## config.mk

```make
export PLATFORM = sky130hd
export DESIGN_NAME = channel_id_allocator
export DESIGN_NICKNAME = d
export VERILOG_FILES = /design/src/hw/rtl/cia_pkg.sv /design/src/hw/rtl/cia_ctrl.sv /design/src/hw/rtl/cia_dpath.sv /design/src/hw/rtl/channel_id_allocator.sv
export SDC_FILE = /design/constraint.sdc
export NUM_CORES = 2
export LEC_CHECK = 0
export BUFFER_PORTS_ARGS = -buffer_cell sky130_fd_sc_hd__buf_2
export CORE_UTILIZATION = 47
export CTS_BUF_LIST = sky130_fd_sc_hd__clkbuf_8 sky130_fd_sc_hd__clkbuf_16
export CTS_CLUSTER_SIZE = 8
export DETAILED_ROUTE_END_ITERATION = 8
export GPL_TIMING_DRIVEN = 0
export PLACE_DENSITY = 0.71
export SYNTH_ARGS = -nofsm -noshare
export SYNTH_HDL_FRONTEND = slang
export SYNTH_SLANG_ARGS = --single-unit
```

## constraint.sdc

```tcl
create_clock -name clock -period 13.7 [get_ports clock]
set_input_delay 1.37 -clock clock [delete_from_list [all_inputs] [get_ports clock]]
set_output_delay 1.37 -clock clock [all_outputs]
set_load 0.01 [all_outputs]
```

## src/hw/rtl/cia_pkg.sv

```systemverilog
package cia_pkg;

   localparam int ID_W     = 16;
   localparam int CMD_W    = 3;
   localparam int STATUS_W = 3;
   localparam int COUNT_W  = 7;

   typedef enum logic [CMD_W-1:0] {
      CMD_ALLOC       = 3'd0,
      CMD_ALLOC_RSV   = 3'd1,
      CMD_RESERVE     = 3'd2,
      CMD_FREE        = 3'd3,
      CMD_FIND_CID    = 3'd4,
      CMD_FIND_REMOTE = 3'd5,
      CMD_PSM_USED    = 3'd6,
      CMD_COUNT       = 3'd7
   } cmd_type;

   typedef enum logic [STATUS_W-1:0] {
      ST_OK          = 3'd0,
      ST_REMOTE_USED = 3'd1,
      ST_NO_FREE     = 3'd2,
      ST_NOT_FOUND   = 3'd3,
      ST_TAKEN       = 3'd4,
      ST_BAD_PSM     = 3'd5
   } status_type;

   typedef enum logic [1:0] {
      S_IDLE   = 2'd0,
      S_SCAN   = 2'd1,
      S_DRAIN  = 2'd2,
      S_FINISH = 2'd3
   } state_type;

   typedef struct packed {
      logic load;
      logic scan;
      logic finish;
   } ctrl_cmd_type;

   typedef struct packed {
      logic scan_last;
   } dp_stat_type;

endpackage

```

## src/hw/rtl/cia_ctrl.sv

```systemverilog
module cia_ctrl (
   input  logic                  clock,
   input  logic                  reset,
   input  logic                  start,
   output logic                  busy,
   output logic                  rsp_strobe,
   output cia_pkg::ctrl_cmd_type ctrl,
   input  cia_pkg::dp_stat_type  stat
);

   cia_pkg::state_type state_ff;
   cia_pkg::state_type state_in;
   logic               strobe_ff;
   logic               strobe_in;

   always_ff @(posedge clock) begin
      if (reset) begin
         state_ff  <= cia_pkg::S_IDLE;
         strobe_ff <= 1'b0;
      end else begin
         state_ff  <= state_in;
         strobe_ff <= strobe_in;
      end
   end

   always_comb begin
      state_in    = state_ff;
      strobe_in   = 1'b0;
      ctrl.load   = 1'b0;
      ctrl.scan   = 1'b0;
      ctrl.finish = 1'b0;
      case (state_ff)
         cia_pkg::S_IDLE: begin
            if (start) begin
               ctrl.load = 1'b1;
               state_in  = cia_pkg::S_SCAN;
            end
         end
         cia_pkg::S_SCAN: begin
            ctrl.scan = 1'b1;
            if (stat.scan_last) begin
               state_in = cia_pkg::S_DRAIN;
            end
         end
         cia_pkg::S_DRAIN: begin
            state_in = cia_pkg::S_FINISH;
         end
         cia_pkg::S_FINISH: begin
            ctrl.finish = 1'b1;
            strobe_in   = 1'b1;
            state_in    = cia_pkg::S_IDLE;
         end
         default: begin
            state_in = cia_pkg::S_IDLE;
         end
      endcase
   end

   assign busy       = (state_ff != cia_pkg::S_IDLE);
   assign rsp_strobe = strobe_ff;

   a_strobe_after_finish: assert property (@(posedge clock) disable iff (reset)
      strobe_ff |-> $past(state_ff == cia_pkg::S_FINISH))
      else $error("result strobe without a finishing cycle");

   a_accept_starts_scan: assert property (@(posedge clock) disable iff (reset)
      (start && state_ff == cia_pkg::S_IDLE) |=> state_ff == cia_pkg::S_SCAN)
      else $error("accepted beat did not start the scan");

   a_drain_after_last: assert property (@(posedge clock) disable iff (reset)
      $rose(state_ff == cia_pkg::S_DRAIN) |-> $past(stat.scan_last))
      else $error("scan ended before the last slot");

endmodule

```

## src/hw/rtl/cia_dpath.sv

```systemverilog
module cia_dpath #(
   parameter int NUM_IDS  = 64,
   parameter int FIRST_ID = 64
) (
   input  logic                         clock,
   input  logic                         reset,
   input  cia_pkg::ctrl_cmd_type        ctrl,
   output cia_pkg::dp_stat_type         stat,
   input  logic [cia_pkg::CMD_W-1:0]    req_cmd,
   input  logic [cia_pkg::ID_W-1:0]     req_cid,
   input  logic [cia_pkg::ID_W-1:0]     req_psm,
   input  logic [cia_pkg::ID_W-1:0]     req_remote_cid,
   output logic [cia_pkg::STATUS_W-1:0] rsp_status,
   output logic [cia_pkg::ID_W-1:0]     rsp_cid_out,
   output logic [cia_pkg::ID_W-1:0]     rsp_psm_out,
   output logic [cia_pkg::ID_W-1:0]     rsp_remote_cid_out,
   output logic [cia_pkg::COUNT_W-1:0]  rsp_channel_count
);

   localparam int IDX_W     = (NUM_IDS > 1) ? $clog2(NUM_IDS) : 1;
   localparam int CNT_W     = $clog2(NUM_IDS + 1);
   localparam int EXT_W     = cia_pkg::ID_W + 1;
   localparam int LAST_SLOT = 65535 - FIRST_ID;
   localparam int ENT_W     = 2 * cia_pkg::ID_W;

   // Request beat, held for the whole command.
   cia_pkg::cmd_type          cmd_ff;
   logic [cia_pkg::ID_W-1:0]  psm_ff;
   logic [cia_pkg::ID_W-1:0]  rem_ff;
   logic [IDX_W-1:0]          slot_ff;
   logic                      win_ff;

   // Table state.
   logic [NUM_IDS-1:0]        in_use_ff;
   logic [NUM_IDS-1:0]        valid_ff;
   logic [CNT_W-1:0]          count_ff;
   logic [CNT_W-1:0]          count_in;
   logic [ENT_W-1:0]          mem [NUM_IDS];

   // Scan pipeline.
   logic [IDX_W-1:0]          addr_ff;
   logic [IDX_W-1:0]          rd_idx_ff;
   logic                      rd_vld_ff;
   logic [ENT_W-1:0]          rd_data_ff;
   logic [cia_pkg::ID_W-1:0]  rd_psm;
   logic [cia_pkg::ID_W-1:0]  rd_rem;

   // Scan results.
   logic                      rem_found_ff;
   logic                      free_found_ff;
   logic [IDX_W-1:0]          free_idx_ff;
   logic                      tgt_found_ff;
   logic [IDX_W-1:0]          tgt_idx_ff;
   logic [cia_pkg::ID_W-1:0]  tgt_psm_ff;
   logic [cia_pkg::ID_W-1:0]  tgt_rem_ff;

   // Response registers.
   cia_pkg::status_type       rsp_status_ff;
   logic [cia_pkg::ID_W-1:0]  rsp_cid_ff;
   logic [cia_pkg::ID_W-1:0]  rsp_psm_ff;
   logic [cia_pkg::ID_W-1:0]  rsp_rem_ff;

   logic [EXT_W-1:0]          cid_ext;
   logic [EXT_W-1:0]          cid_off;
   logic                      cid_win;
   logic                      match_rem;
   logic                      match_psm;
   logic                      slot_free;
   logic                      tgt_sel;
   logic                      psm_ok;

   cia_pkg::status_type       st_c;
   logic                      hit_c;
   logic [IDX_W-1:0]          hit_idx_c;
   logic [cia_pkg::ID_W-1:0]  out_psm_c;
   logic [cia_pkg::ID_W-1:0]  out_rem_c;
   logic                      bind_c;
   logic [IDX_W-1:0]          bind_idx_c;
   logic                      set_use_c;
   logic                      clr_use_c;
   logic                      clr_valid_c;

   assign cid_ext = {1'b0, req_cid};
   assign cid_off = cid_ext - EXT_W'(FIRST_ID);
   assign cid_win = (cid_ext >= EXT_W'(FIRST_ID)) && (cid_off < EXT_W'(NUM_IDS));

   assign rd_psm = rd_data_ff[ENT_W-1:cia_pkg::ID_W];
   assign rd_rem = rd_data_ff[cia_pkg::ID_W-1:0];

   assign match_rem = valid_ff[rd_idx_ff] && (rd_rem == rem_ff);
   assign match_psm = valid_ff[rd_idx_ff] && (rd_psm == psm_ff);
   assign slot_free = !in_use_ff[rd_idx_ff] && (EXT_W'(rd_idx_ff) <= EXT_W'(LAST_SLOT));

   always_comb begin
      case (cmd_ff)
         cia_pkg::CMD_FIND_REMOTE: tgt_sel = match_rem;
         cia_pkg::CMD_PSM_USED:    tgt_sel = match_psm;
         cia_pkg::CMD_FREE,
         cia_pkg::CMD_FIND_CID:    tgt_sel = (rd_idx_ff == slot_ff);
         default:                  tgt_sel = 1'b0;
      endcase
   end

   assign stat.scan_last = (addr_ff == IDX_W'(NUM_IDS - 1));

   always_ff @(posedge clock) begin
      if (ctrl.load) begin
         cmd_ff  <= cia_pkg::cmd_type'(req_cmd);
         psm_ff  <= req_psm;
         rem_ff  <= req_remote_cid;
         slot_ff <= cid_off[IDX_W-1:0];
         win_ff  <= cid_win;
      end
   end

   always_ff @(posedge clock) begin
      if (ctrl.finish && bind_c) begin
         mem[bind_idx_c] <= {psm_ff, rem_ff};
      end
      if (ctrl.scan) begin
         rd_data_ff <= mem[addr_ff];
         rd_idx_ff  <= addr_ff;
      end
   end

   always_ff @(posedge clock) begin
      if (reset) begin
         addr_ff       <= '0;
         rd_vld_ff     <= 1'b0;
         rem_found_ff  <= 1'b0;
         free_found_ff <= 1'b0;
         tgt_found_ff  <= 1'b0;
      end else begin
         rd_vld_ff <= ctrl.scan;
         if (ctrl.load) begin
            addr_ff       <= '0;
            rem_found_ff  <= 1'b0;
            free_found_ff <= 1'b0;
            tgt_found_ff  <= 1'b0;
         end else begin
            if (ctrl.scan) begin
               addr_ff <= addr_ff + 1'b1;
            end
            if (rd_vld_ff) begin
               if (match_rem) begin
                  rem_found_ff <= 1'b1;
               end
               if (slot_free && !free_found_ff) begin
                  free_found_ff <= 1'b1;
               end
               if (tgt_sel && !tgt_found_ff) begin
                  tgt_found_ff <= 1'b1;
               end
            end
         end
      end
   end

   always_ff @(posedge clock) begin
      if (rd_vld_ff && slot_free && !free_found_ff) begin
         free_idx_ff <= rd_idx_ff;
      end
      if (rd_vld_ff && tgt_sel && !tgt_found_ff) begin
         tgt_idx_ff <= rd_idx_ff;
         tgt_psm_ff <= rd_psm;
         tgt_rem_ff <= rd_rem;
      end
   end

   assign psm_ok = psm_ff[0] && !psm_ff[8];

   always_comb begin
      st_c        = cia_pkg::ST_OK;
      hit_c       = 1'b0;
      hit_idx_c   = tgt_idx_ff;
      out_psm_c   = '0;
      out_rem_c   = '0;
      bind_c      = 1'b0;
      bind_idx_c  = free_idx_ff;
      set_use_c   = 1'b0;
      clr_use_c   = 1'b0;
      clr_valid_c = 1'b0;
      case (cmd_ff)
         cia_pkg::CMD_ALLOC: begin
            if (!psm_ok) begin
               st_c = cia_pkg::ST_BAD_PSM;
            end else if (rem_found_ff) begin
               st_c = cia_pkg::ST_REMOTE_USED;
            end else if (!free_found_ff) begin
               st_c = cia_pkg::ST_NO_FREE;
            end else if (valid_ff[free_idx_ff]) begin
               st_c = cia_pkg::ST_TAKEN;
            end else begin
               bind_c    = 1'b1;
               set_use_c = 1'b1;
               hit_c     = 1'b1;
               hit_idx_c = free_idx_ff;
               out_psm_c = psm_ff;
               out_rem_c = rem_ff;
            end
         end
         cia_pkg::CMD_ALLOC_RSV: begin
            bind_idx_c = slot_ff;
            if (!psm_ok) begin
               st_c = cia_pkg::ST_BAD_PSM;
            end else if (rem_found_ff) begin
               st_c = cia_pkg::ST_REMOTE_USED;
            end else if (!win_ff || valid_ff[slot_ff]) begin
               st_c = cia_pkg::ST_TAKEN;
            end else begin
               bind_c    = 1'b1;
               hit_c     = 1'b1;
               hit_idx_c = slot_ff;
               out_psm_c = psm_ff;
               out_rem_c = rem_ff;
            end
         end
         cia_pkg::CMD_RESERVE: begin
            if (!free_found_ff) begin
               st_c = cia_pkg::ST_NO_FREE;
            end else begin
               set_use_c = 1'b1;
               hit_c     = 1'b1;
               hit_idx_c = free_idx_ff;
            end
         end
         cia_pkg::CMD_FREE: begin
            clr_use_c = win_ff;
            if (!win_ff || !valid_ff[slot_ff]) begin
               st_c = cia_pkg::ST_NOT_FOUND;
            end else begin
               clr_valid_c = 1'b1;
               hit_c       = 1'b1;
               hit_idx_c   = slot_ff;
               out_psm_c   = tgt_psm_ff;
               out_rem_c   = tgt_rem_ff;
            end
         end
         cia_pkg::CMD_FIND_CID: begin
            if (!win_ff || !valid_ff[slot_ff]) begin
               st_c = cia_pkg::ST_NOT_FOUND;
            end else begin
               hit_c     = 1'b1;
               hit_idx_c = slot_ff;
               out_psm_c = tgt_psm_ff;
               out_rem_c = tgt_rem_ff;
            end
         end
         cia_pkg::CMD_FIND_REMOTE,
         cia_pkg::CMD_PSM_USED: begin
            if (!tgt_found_ff) begin
               st_c = cia_pkg::ST_NOT_FOUND;
            end else begin
               hit_c     = 1'b1;
               out_psm_c = tgt_psm_ff;
               out_rem_c = tgt_rem_ff;
            end
         end
         default: begin
            st_c = cia_pkg::ST_OK;
         end
      endcase
   end

   always_comb begin
      count_in = count_ff;
      if (bind_c) begin
         count_in = count_ff + 1'b1;
      end else if (clr_valid_c) begin
         count_in = count_ff - 1'b1;
      end
   end

   always_ff @(posedge clock) begin
      if (reset) begin
         in_use_ff <= '0;
         valid_ff  <= '0;
         count_ff  <= '0;
      end else if (ctrl.finish) begin
         count_ff <= count_in;
         if (set_use_c) begin
            in_use_ff[hit_idx_c] <= 1'b1;
         end
         if (clr_use_c) begin
            in_use_ff[slot_ff] <= 1'b0;
         end
         if (bind_c) begin
            valid_ff[bind_idx_c] <= 1'b1;
         end
         if (clr_valid_c) begin
            valid_ff[slot_ff] <= 1'b0;
         end
      end
   end

   always_ff @(posedge clock) begin
      if (ctrl.finish) begin
         rsp_status_ff <= st_c;
         rsp_cid_ff    <= hit_c ? cia_pkg::ID_W'(EXT_W'(FIRST_ID) + EXT_W'(hit_idx_c)) : '0;
         rsp_psm_ff    <= out_psm_c;
         rsp_rem_ff    <= out_rem_c;
      end
   end

   assign rsp_status         = rsp_status_ff;
   assign rsp_cid_out        = rsp_cid_ff;
   assign rsp_psm_out        = rsp_psm_ff;
   assign rsp_remote_cid_out = rsp_rem_ff;
   assign rsp_channel_count  = cia_pkg::COUNT_W'(32'(count_ff));

   a_count_matches_entries: assert property (@(posedge clock) disable iff (reset)
      $countones(valid_ff) == 32'(count_ff))
      else $error("live count disagrees with the entry table");

   a_bind_to_empty_slot: assert property (@(posedge clock) disable iff (reset)
      (ctrl.finish && bind_c) |-> !valid_ff[bind_idx_c])
      else $error("binding over a live entry");

   a_free_live_slot: assert property (@(posedge clock) disable iff (reset)
      (ctrl.finish && clr_valid_c) |-> (win_ff && valid_ff[slot_ff]))
      else $error("releasing an entry that is not live");

endmodule

```

## src/hw/rtl/channel_id_allocator.sv

```systemverilog
// Channel identifier allocator.
// Command port: a beat is taken at a rising edge where start is high and busy
// is low; req_cmd selects allocate, allocate reserved, reserve, free, find by
// local id, find by remote id, protocol number query or count, with req_cid,
// req_psm and req_remote_cid as operands.
// Result port: every command gives one result, shown for exactly one cycle
// with rsp_strobe high; the receiver cannot stall it.
// Each command scans all NUM_IDS slots of the entry memory, one slot per
// cycle through its single read port, then passes through a drain state for
// the last read and a finishing state for the table update. The strobe is
// registered from the finishing state, and busy drops in that same cycle, so
// a new command can be taken while the result is shown.
// Reset clears the in-use and entry-valid bits and the live count at once;
// the protocol number and remote id memory is only read for live entries and
// needs no clearing, so the block is ready in the first cycle after reset.
module channel_id_allocator #(
   parameter int NUM_IDS  = 64,
   parameter int FIRST_ID = 64
) (
   input  logic                         clock,
   input  logic                         reset,
   input  logic                         start,
   output logic                         busy,
   input  logic [cia_pkg::CMD_W-1:0]    req_cmd,
   input  logic [cia_pkg::ID_W-1:0]     req_cid,
   input  logic [cia_pkg::ID_W-1:0]     req_psm,
   input  logic [cia_pkg::ID_W-1:0]     req_remote_cid,
   output logic                         rsp_strobe,
   output logic [cia_pkg::STATUS_W-1:0] rsp_status,
   output logic [cia_pkg::ID_W-1:0]     rsp_cid_out,
   output logic [cia_pkg::ID_W-1:0]     rsp_psm_out,
   output logic [cia_pkg::ID_W-1:0]     rsp_remote_cid_out,
   output logic [cia_pkg::COUNT_W-1:0]  rsp_channel_count
);

   cia_pkg::ctrl_cmd_type ctrl;
   cia_pkg::dp_stat_type  stat;

   cia_ctrl u_ctrl (
      .clock      (clock),
      .reset      (reset),
      .start      (start),
      .busy       (busy),
      .rsp_strobe (rsp_strobe),
      .ctrl       (ctrl),
      .stat       (stat)
   );

   cia_dpath #(
      .NUM_IDS  (NUM_IDS),
      .FIRST_ID (FIRST_ID)
   ) u_dpath (
      .clock              (clock),
      .reset              (reset),
      .ctrl               (ctrl),
      .stat               (stat),
      .req_cmd            (req_cmd),
      .req_cid            (req_cid),
      .req_psm            (req_psm),
      .req_remote_cid     (req_remote_cid),
      .rsp_status         (rsp_status),
      .rsp_cid_out        (rsp_cid_out),
      .rsp_psm_out        (rsp_psm_out),
      .rsp_remote_cid_out (rsp_remote_cid_out),
      .rsp_channel_count  (rsp_channel_count)
   );

endmodule

```

# After elaboration in Yosys (flattened, before gate mapping)
# Memory sizes are Yosys's and may differ from the RTL's. A register that Yosys moved wholly into a read port is not among the register bits.
# Cells that the tools add are included.
dict set report totals {
  register_bits 291
  mem_bits_rw 2048
  in_bits 54
  output_inout_bits 60
  n_memories 1
}
# memory depth word_bits read_ports rd_clocked_by_memory_dff wr line_no
set memory_table {}
lappend memory_table {u_dpath.mem 64 32 1 1 1 cia_dpath.sv:38} ;# logic [ENT_W-1:0] mem [NUM_IDS];
dict set report op_classes {
  addsub 5
  order_cmp 10
  eq_ne 15
  muxes 91
  bitwise 5
  n_reduce_logical 34
}
# operator n
set op_table {}
lappend op_table {{64-bit 2-to-1 mux} 8}
lappend op_table {{16-bit 2-to-1 mux} 18}
lappend op_table {{64-bit bitwise AND} 2}
lappend op_table {{64-bit OR} 2}
lappend op_table {{16-bit case mux with 4 select lines} 2}
lappend op_table {{64-bit inverter} 1}
lappend op_table {{6-bit 2-to-1 mux} 10}
lappend op_table {{6-bit by 7-bit < comparator with 1-bit output (second input constant)} 5}
lappend op_table {{16-bit equality test} 2}
lappend op_table {{1-bit 2-to-1 mux} 25}
lappend op_table {{1-bit binary-select mux with 6-bit select} 4}
lappend op_table {{6-bit case mux with 4 select lines} 1}
lappend op_table {{3-bit 2-to-1 mux} 7}
lappend op_table {{1-bit demux with 6-bit select} 3}
lappend op_table {{6-bit by 1-bit greater-or-equal comparator with 1-bit output (second input constant)} 3}
lappend op_table {{17-bit by 7-bit < comparator with 1-bit output (second input constant)} 1}
lappend op_table {{16-bit by 7-bit subtractor with 17-bit output (second input constant)} 1}
lappend op_table {{16-bit by 7-bit greater-or-equal comparator with 1-bit output (second input constant)} 1}
lappend op_table {{3-bit case mux with 5 select lines} 1}
lappend op_table {{1-bit logical AND} 14}
lappend op_table {{7-bit 2-to-1 mux} 2}
lappend op_table {{2-bit 2-to-1 mux} 5}
lappend op_table {{2-bit AND reduction} 5}
lappend op_table {{3-bit equality test (second input constant)} 3}
lappend op_table {{21 further kinds} 34}

# Logic depth before layout (Yosys ltp)
dict set report logic_depth {
  word_depth 17
  mapped_depth 22
}

# Modules after synthesis
# Synthesis repeated with hierarchy kept, for this count alone.
dict set report unflattened {
  hier_cells 4275
  area_unflattened_um2 92580.0
}
# mod n_inst cells_each area_per_inst_um2
set by_module_without_submodules {}
lappend by_module_without_submodules {cia_dpath 1 4252 92371.1}
lappend by_module_without_submodules {cia_ctrl 1 23 209.0}

# Least setup slack after synthesis
# Ideal clock, no wire load.
dict set report synth_path {
  path_kind {register to register}
  startpoint {register u_dpath.rd_idx_ff[0]}
  endpoint {register u_dpath.tgt_idx_ff[0], enable pin}
  setup_ns 0.532
  arrival_ns 5.721
  t_required_ns 13.168
  path_slack_ns 7.447
  path_stages_with_launch 8
  n_path_buf 2
  path_cell_list {edfxtp_1 -> clkbuf_1 -> buf_1 -> mux4_2 -> mux4_2 -> mux4_2 -> a21oi_1 -> nor4_1}
}
dict set report synth_between {
  elab_chain_cells 6
  elab_cells_between_ends 8
}
# element line_no
set synth_rtl {}
lappend synth_rtl {{start, declared} cia_dpath.sv:42} ;# logic [IDX_W-1:0] rd_idx_ff;
lappend synth_rtl {{start signal, assigned} cia_dpath.sv:122} ;# rd_idx_ff <= addr_ff;
lappend synth_rtl {{1-bit binary-select mux with 6-bit select} {cia_dpath.sv:90, cia_dpath.sv:91}}
lappend synth_rtl {{1-bit 2-to-1 mux (implied by the code)} {cia_dpath.sv:90, cia_dpath.sv:91}}
lappend synth_rtl {{1-bit logical AND, on equally long branches} {cia_dpath.sv:91, cia_dpath.sv:90}}
lappend synth_rtl {{1-bit case mux with 3 select lines *} cia_dpath.sv:95} ;# case (cmd_ff)
lappend synth_rtl {{1-bit logical AND * (2 in series)} cia_dpath.sv:163} ;# if (rd_vld_ff && tgt_sel && !tgt_found_ff) begin
lappend synth_rtl {{end signal, assigned} cia_dpath.sv:164} ;# tgt_idx_ff <= rd_idx_ff;
lappend synth_rtl {{end, declared} cia_dpath.sv:53} ;# logic [IDX_W-1:0] tgt_idx_ff;
# Mark *: on every way between the ends. The rest lies on a longest branch, timed or not. The select of a mux whose other input is x is not followed.
# A chain may end at the register's enable or synchronous reset.

# Worst setup path in the final report
dict set report layout_path {
  startpoint {register u_dpath.slot_ff[2]}
  endpoint {register u_dpath.count_ff[6] (netlist: u_dpath.rsp_channel_count[6])}
}
dict set report layout_between {
  elab_chain_cells 9
  elab_cells_between_ends 14
}
# element line_no
set layout_rtl {}
lappend layout_rtl {{start, declared} cia_dpath.sv:30} ;# logic [IDX_W-1:0] slot_ff;
lappend layout_rtl {{start signal, assigned} cia_dpath.sv:111} ;# slot_ff <= cid_off[IDX_W-1:0];
lappend layout_rtl {{1-bit binary-select mux with 6-bit select *} {cia_dpath.sv:208, cia_dpath.sv:229}}
lappend layout_rtl {{1-bit 2-to-1 mux (implied by the code) *} {cia_dpath.sv:208, cia_dpath.sv:229}}
lappend layout_rtl {{1-bit logical OR} cia_dpath.sv:208} ;# end else if (!win_ff || valid_ff[slot_ff]) begin
lappend layout_rtl {{1-bit 2-to-1 mux} cia_dpath.sv:208}
lappend layout_rtl {{1-bit 2-to-1 mux} cia_dpath.sv:206} ;# end else if (rem_found_ff) begin
lappend layout_rtl {{1-bit 2-to-1 mux} cia_dpath.sv:204} ;# if (!psm_ok) begin
lappend layout_rtl {{1-bit case mux with 2 select lines} cia_dpath.sv:183} ;# case (cmd_ff)
lappend layout_rtl {{2-bit nonzero test (no source line)} -}
lappend layout_rtl {{2-bit AND reduction (no source line)} -}
lappend layout_rtl {{end signal, assigned} cia_dpath.sv:280} ;# count_ff <= count_in;
lappend layout_rtl {{end, declared} cia_dpath.sv:36} ;# logic [CNT_W-1:0] count_ff;
# Marks and branches as above.

==> impl_results.md <==
* Clk slew on worst S/H paths at ~0.050 ns
* Cell with the most instances after synthesis: edfxtp_1
* Post-synth EDFFs at between 2000 and 2500
* Reg2Reg Setup Slack at about 7 ns
* Slew Viols, Final at 11
* Initial antenna violation count at 16
* Total CTS buffers at roughly 350
* Slowest stage delay, CP at roughly 1.1 ns
* Worst hold path type: flop to flop
* Clock Skew at ~0.074 ns
* Hold Vio Cnt, Final at 0
* CTS tree: done
* Combinational family with the most area after synthesis: multiplexers
* # IOs at between 100 and 150
* Core area at 195000 sq um
* Area leader, netlist: edfxtp_1
* Top post-synthesis cells by count: edfxtp_1, mux4_2, clkbuf_1
* Via density at around 6.6
* Hold Startpoint: u_dpath.addr_ff[2]
* Worst-Margin Slew at about 1.5 ns
* GP Congestion at a little under 1
* R2R depth at 21
* Xor-xnor portion of the synthesized cell area at less than 1%
* Most frequent CP cell: nand3_1
* CTS Sinks at 2362
* Yosys warning count at 0
* Area fraction in compound gates after synthesis at under 10%
* Simple-Gate Fraction of Synth Area at 1.77%
* Residual DRC at 0
* DPL Wire Length at between 150000 and 200000 um
* Critical-path cell list: buf_2 > buf_2 > nor2_1 > a22oi_1 > nand3_1 > nand3_1 > or3_4 > nand3_1 > clkbuf_1 > clkbuf_1 > inv_1 > ha_1 > nor2b_1 > o21ai_0 > nand2b_1 > a21o_1 > a21oi_1 > xor2_1 > nand2_1 > xor2_1 > nor2_1
* Reg-to-Reg Start: u_dpath.slot_ff[2]
* Fmax at between 100 and 150 MHz
* DIE AREA at 199000 sq um
* Power per Cell Area at 177 nW/um^2
* Rel. slew slack at -0.842%
* Hold Buf Count CTS at 0
* Most common flop cell mapped by yosys: edfxtp_1
* Post-synthesis cell type count at between 70 and 80
* Total power draw at between 15 and 20 mW
* Sequential element share of the synthesized area at approximately three quarters
* Post-route ant nets at 0
* Arr. time, crit path at about 7.6 ns
* Crit path required time at roughly 14 ns
* Final WL at 273000 um
* Async SR Flop Fraction at 0%
* Count of max-cap constraint violations at 1
* Pin count of the biggest net entering global routing at 46
* Hold path cells at 0
* Post-synth top area share at a little under three quarters
* Fill cells at between 10000 and 15000
* First-pass GRT wire length at 379000 um
* GRT Util Overall at 27.5%
* Final Setup Violations at 0
* Gr ovfl total at 0
* Setup CP Type: flop to flop
* CP max stage cell: clkbuf_1
* Clock root buffer: clkbuf_16
* Startpoint types: flop
* Deepest clock path buffer count at 4
* Net count, final at between 4000 and 5000
* Final setup TNS at 0 ns
* Crit path capture type: flop
* Layout cells sized above 1 at 29.6%
* Setup Buffers After CTS at 0
* Starting Density at between 40% and 50%
* FP Rows at about 160
* Worst-Skew Late Latency at about 0.96 ns
* Top cells by area, synth: edfxtp_1, mux4_2, dfxtp_1, a21oi_1, mux2i_1
* RSZ-0062 raised after global routing: no
* Worst vdd ir at between 0.15 and 0.2 mV
* CTS H-tree lvls at 5
* Mapped Area at ~92000 sq um
* Post-synthesis mux area share at between 10% and 20%
* Hold slack final at 0.440 ns
* Hold endpoint: u_dpath.rd_idx_ff[2]
* Status: complete, but fails checks
* Synthesized-area fraction occupied by adder cells at 0.184%
* Vias in the first global route at between 40000 and 50000
* Final Util at 56.0%
* Width of the chip at 446 um
* I/O Buffers at about 100
* Final cycle utilization of the critical path at 49.9%
* Synth Area per Inst at between 20 and 25 sq um
* Chip height at about 450 um
* DR iter-0 viols at approximately 7500
* Post-route minimum period at slightly below 7 ns
* Post_cts resized at 0
* Static leakage at ~34 nW
* Max FO, Critical Path at 10
* Via Count at around 50000
* Synth Register Bits at between 2000 and 2500
* Drt first pass iters at 7
* Reg2Reg Capture Point: u_dpath.rsp_channel_count[6]
* Mapped Cells at 4262
* Area grow syn2layout at 18.2%
* Failing checks: capacitance limit, slew limit
* DR WL/cell at 36.0 um
cells by family after synthesis:
group	Yosys count
AO/OA/AOI/OAI	407
XOR/XNOR	52
adder cells (fa/ha/maj)	13
buffers and inverters	314
flip-flops	2362
multiplexers	785
other	1
AND/OR/NAND/NOR	328
worst max-delay path: cells and delay by family, from the launching register on:
| family | cells | cell delay [ns] |
|---|---|---|
| XOR/XNOR | 2 | 0.33 |
| buffers and inverters | 5 | 2.56 |
| adder cells (fa/ha/maj) | 1 | 0.40 |
| flip-flops | 1 | 0.35 |
| AND/OR/NAND/NOR | 9 | 2.30 |
| AO/OA/AOI/OAI | 4 | 0.72 |
flip-flops by register name (all words and copies together) (netlist names), 2 cells and up:
| register | cells |
|---|---|
| u_dpath.mem | 2048 |
| u_dpath.in_use_ff | 64 |
| u_dpath.valid_ff | 64 |
| u_dpath.rd_data_ff | 32 |
| u_dpath.psm_ff | 16 |
| u_dpath.rem_ff | 16 |
| u_dpath.rsp_psm_out | 16 |
| u_dpath.rsp_remote_cid_out | 16 |
| u_dpath.tgt_psm_ff | 16 |
| u_dpath.tgt_rem_ff | 16 |
| u_dpath.rsp_channel_count | 7 |
| u_dpath.rsp_cid_out | 7 |
| u_dpath.addr_ff | 6 |
| u_dpath.free_idx_ff | 6 |
| u_dpath.rd_idx_ff | 6 |
| u_dpath.slot_ff | 6 |
| u_dpath.tgt_idx_ff | 6 |
| u_dpath.cmd_ff | 3 |
| u_dpath.rsp_status | 3 |
| u_ctrl.state_ff | 2 |
layout by cell type (no fill, tap or decap), drive strengths merged, types with 13 or more instances in the layout:
cell / n
o21ai: 60
edfxtp: 2214
mux4: 719
inv: 119
buf: 339
nor2: 127
a211oi: 53
nor3: 17
xor2: 27
a22o: 40
a21oi: 145
nand3: 27
and2: 20
o21a: 32
nor2b: 15
a22oi: 28
xnor2: 25
clkbuf: 515
nand2: 51
mux2i: 63
nand4: 13
dfxtp: 148
how the worst max path moves through the flow:
stage | start | endpoint | slack (ns)
6_report | u_dpath.slot_ff[2] | u_dpath.rsp_channel_count[6] | 6.86
5_1_grt | u_dpath.slot_ff[2] | u_dpath.rsp_channel_count[6] | 6.87
4_1_cts | u_dpath.slot_ff[2] | u_dpath.rsp_channel_count[6] | 7.16
3_5_place_dp | u_dpath.slot_ff[2] | u_dpath.rsp_channel_count[6] | 7.21
3_3_place_gp | u_dpath.rem_ff[15] | u_dpath.tgt_rem_ff[9] | 1.17
2_1_floorplan | u_dpath.rd_idx_ff[0] | u_dpath.tgt_idx_ff[0] | 7.45
where the power goes:
| group | switching (mW) | total (mW) | leakage, nW | internal, mW |
|---|---|---|---|---|
| logic | 1.93 | 3.26 | 7.84 | 1.34 |
| registers | 0.244 | 8.66 | 21.1 | 8.42 |
| clock network | 2.91 | 7.42 | 4.69 | 4.51 |
layer usage:
layer,track usage [%],up-vias,share of wire (%)
li1,-,19100,-
met1,35.4,26100,35
met2,42.1,3835,46
met3,6.59,760,11
met4,17.6,6,7.3
met5,0,-,0.015
area by class of cell:
class / count / area (sq um) / share of cell area [%]
sequential: 2362 / 69400 / 63.5
multi-input combinational: 1594 / 22300 / 20.4
clock buffer: 354 / 8850 / 8.10
tap: 2624 / 3280 / 3.00
inverter: 61 / 229 / 0.210
buffer: 253 / 1030 / 0.945
timing repair buffer: 247 / 3790 / 3.47
antenna: 9 / 22.5 / 0.0206
clock inverter: 63 / 285 / 0.261
through the flow:
step / setup WS [ns] / instances / cell area [sq um]
2_1_floorplan: 7.45 / 4270 / 92500
3_3_place_gp: 1.17 / 6997 / 96300
3_5_place_dp: 7.21 / 7141 / 100000
4_1_cts: 7.16 / 7558 / 109000
5_1_grt: 6.87 / 7560 / 109000
6_report: 6.86 / 7567 / 109000
Note: power is estimated with default switching activity, not from simulation.
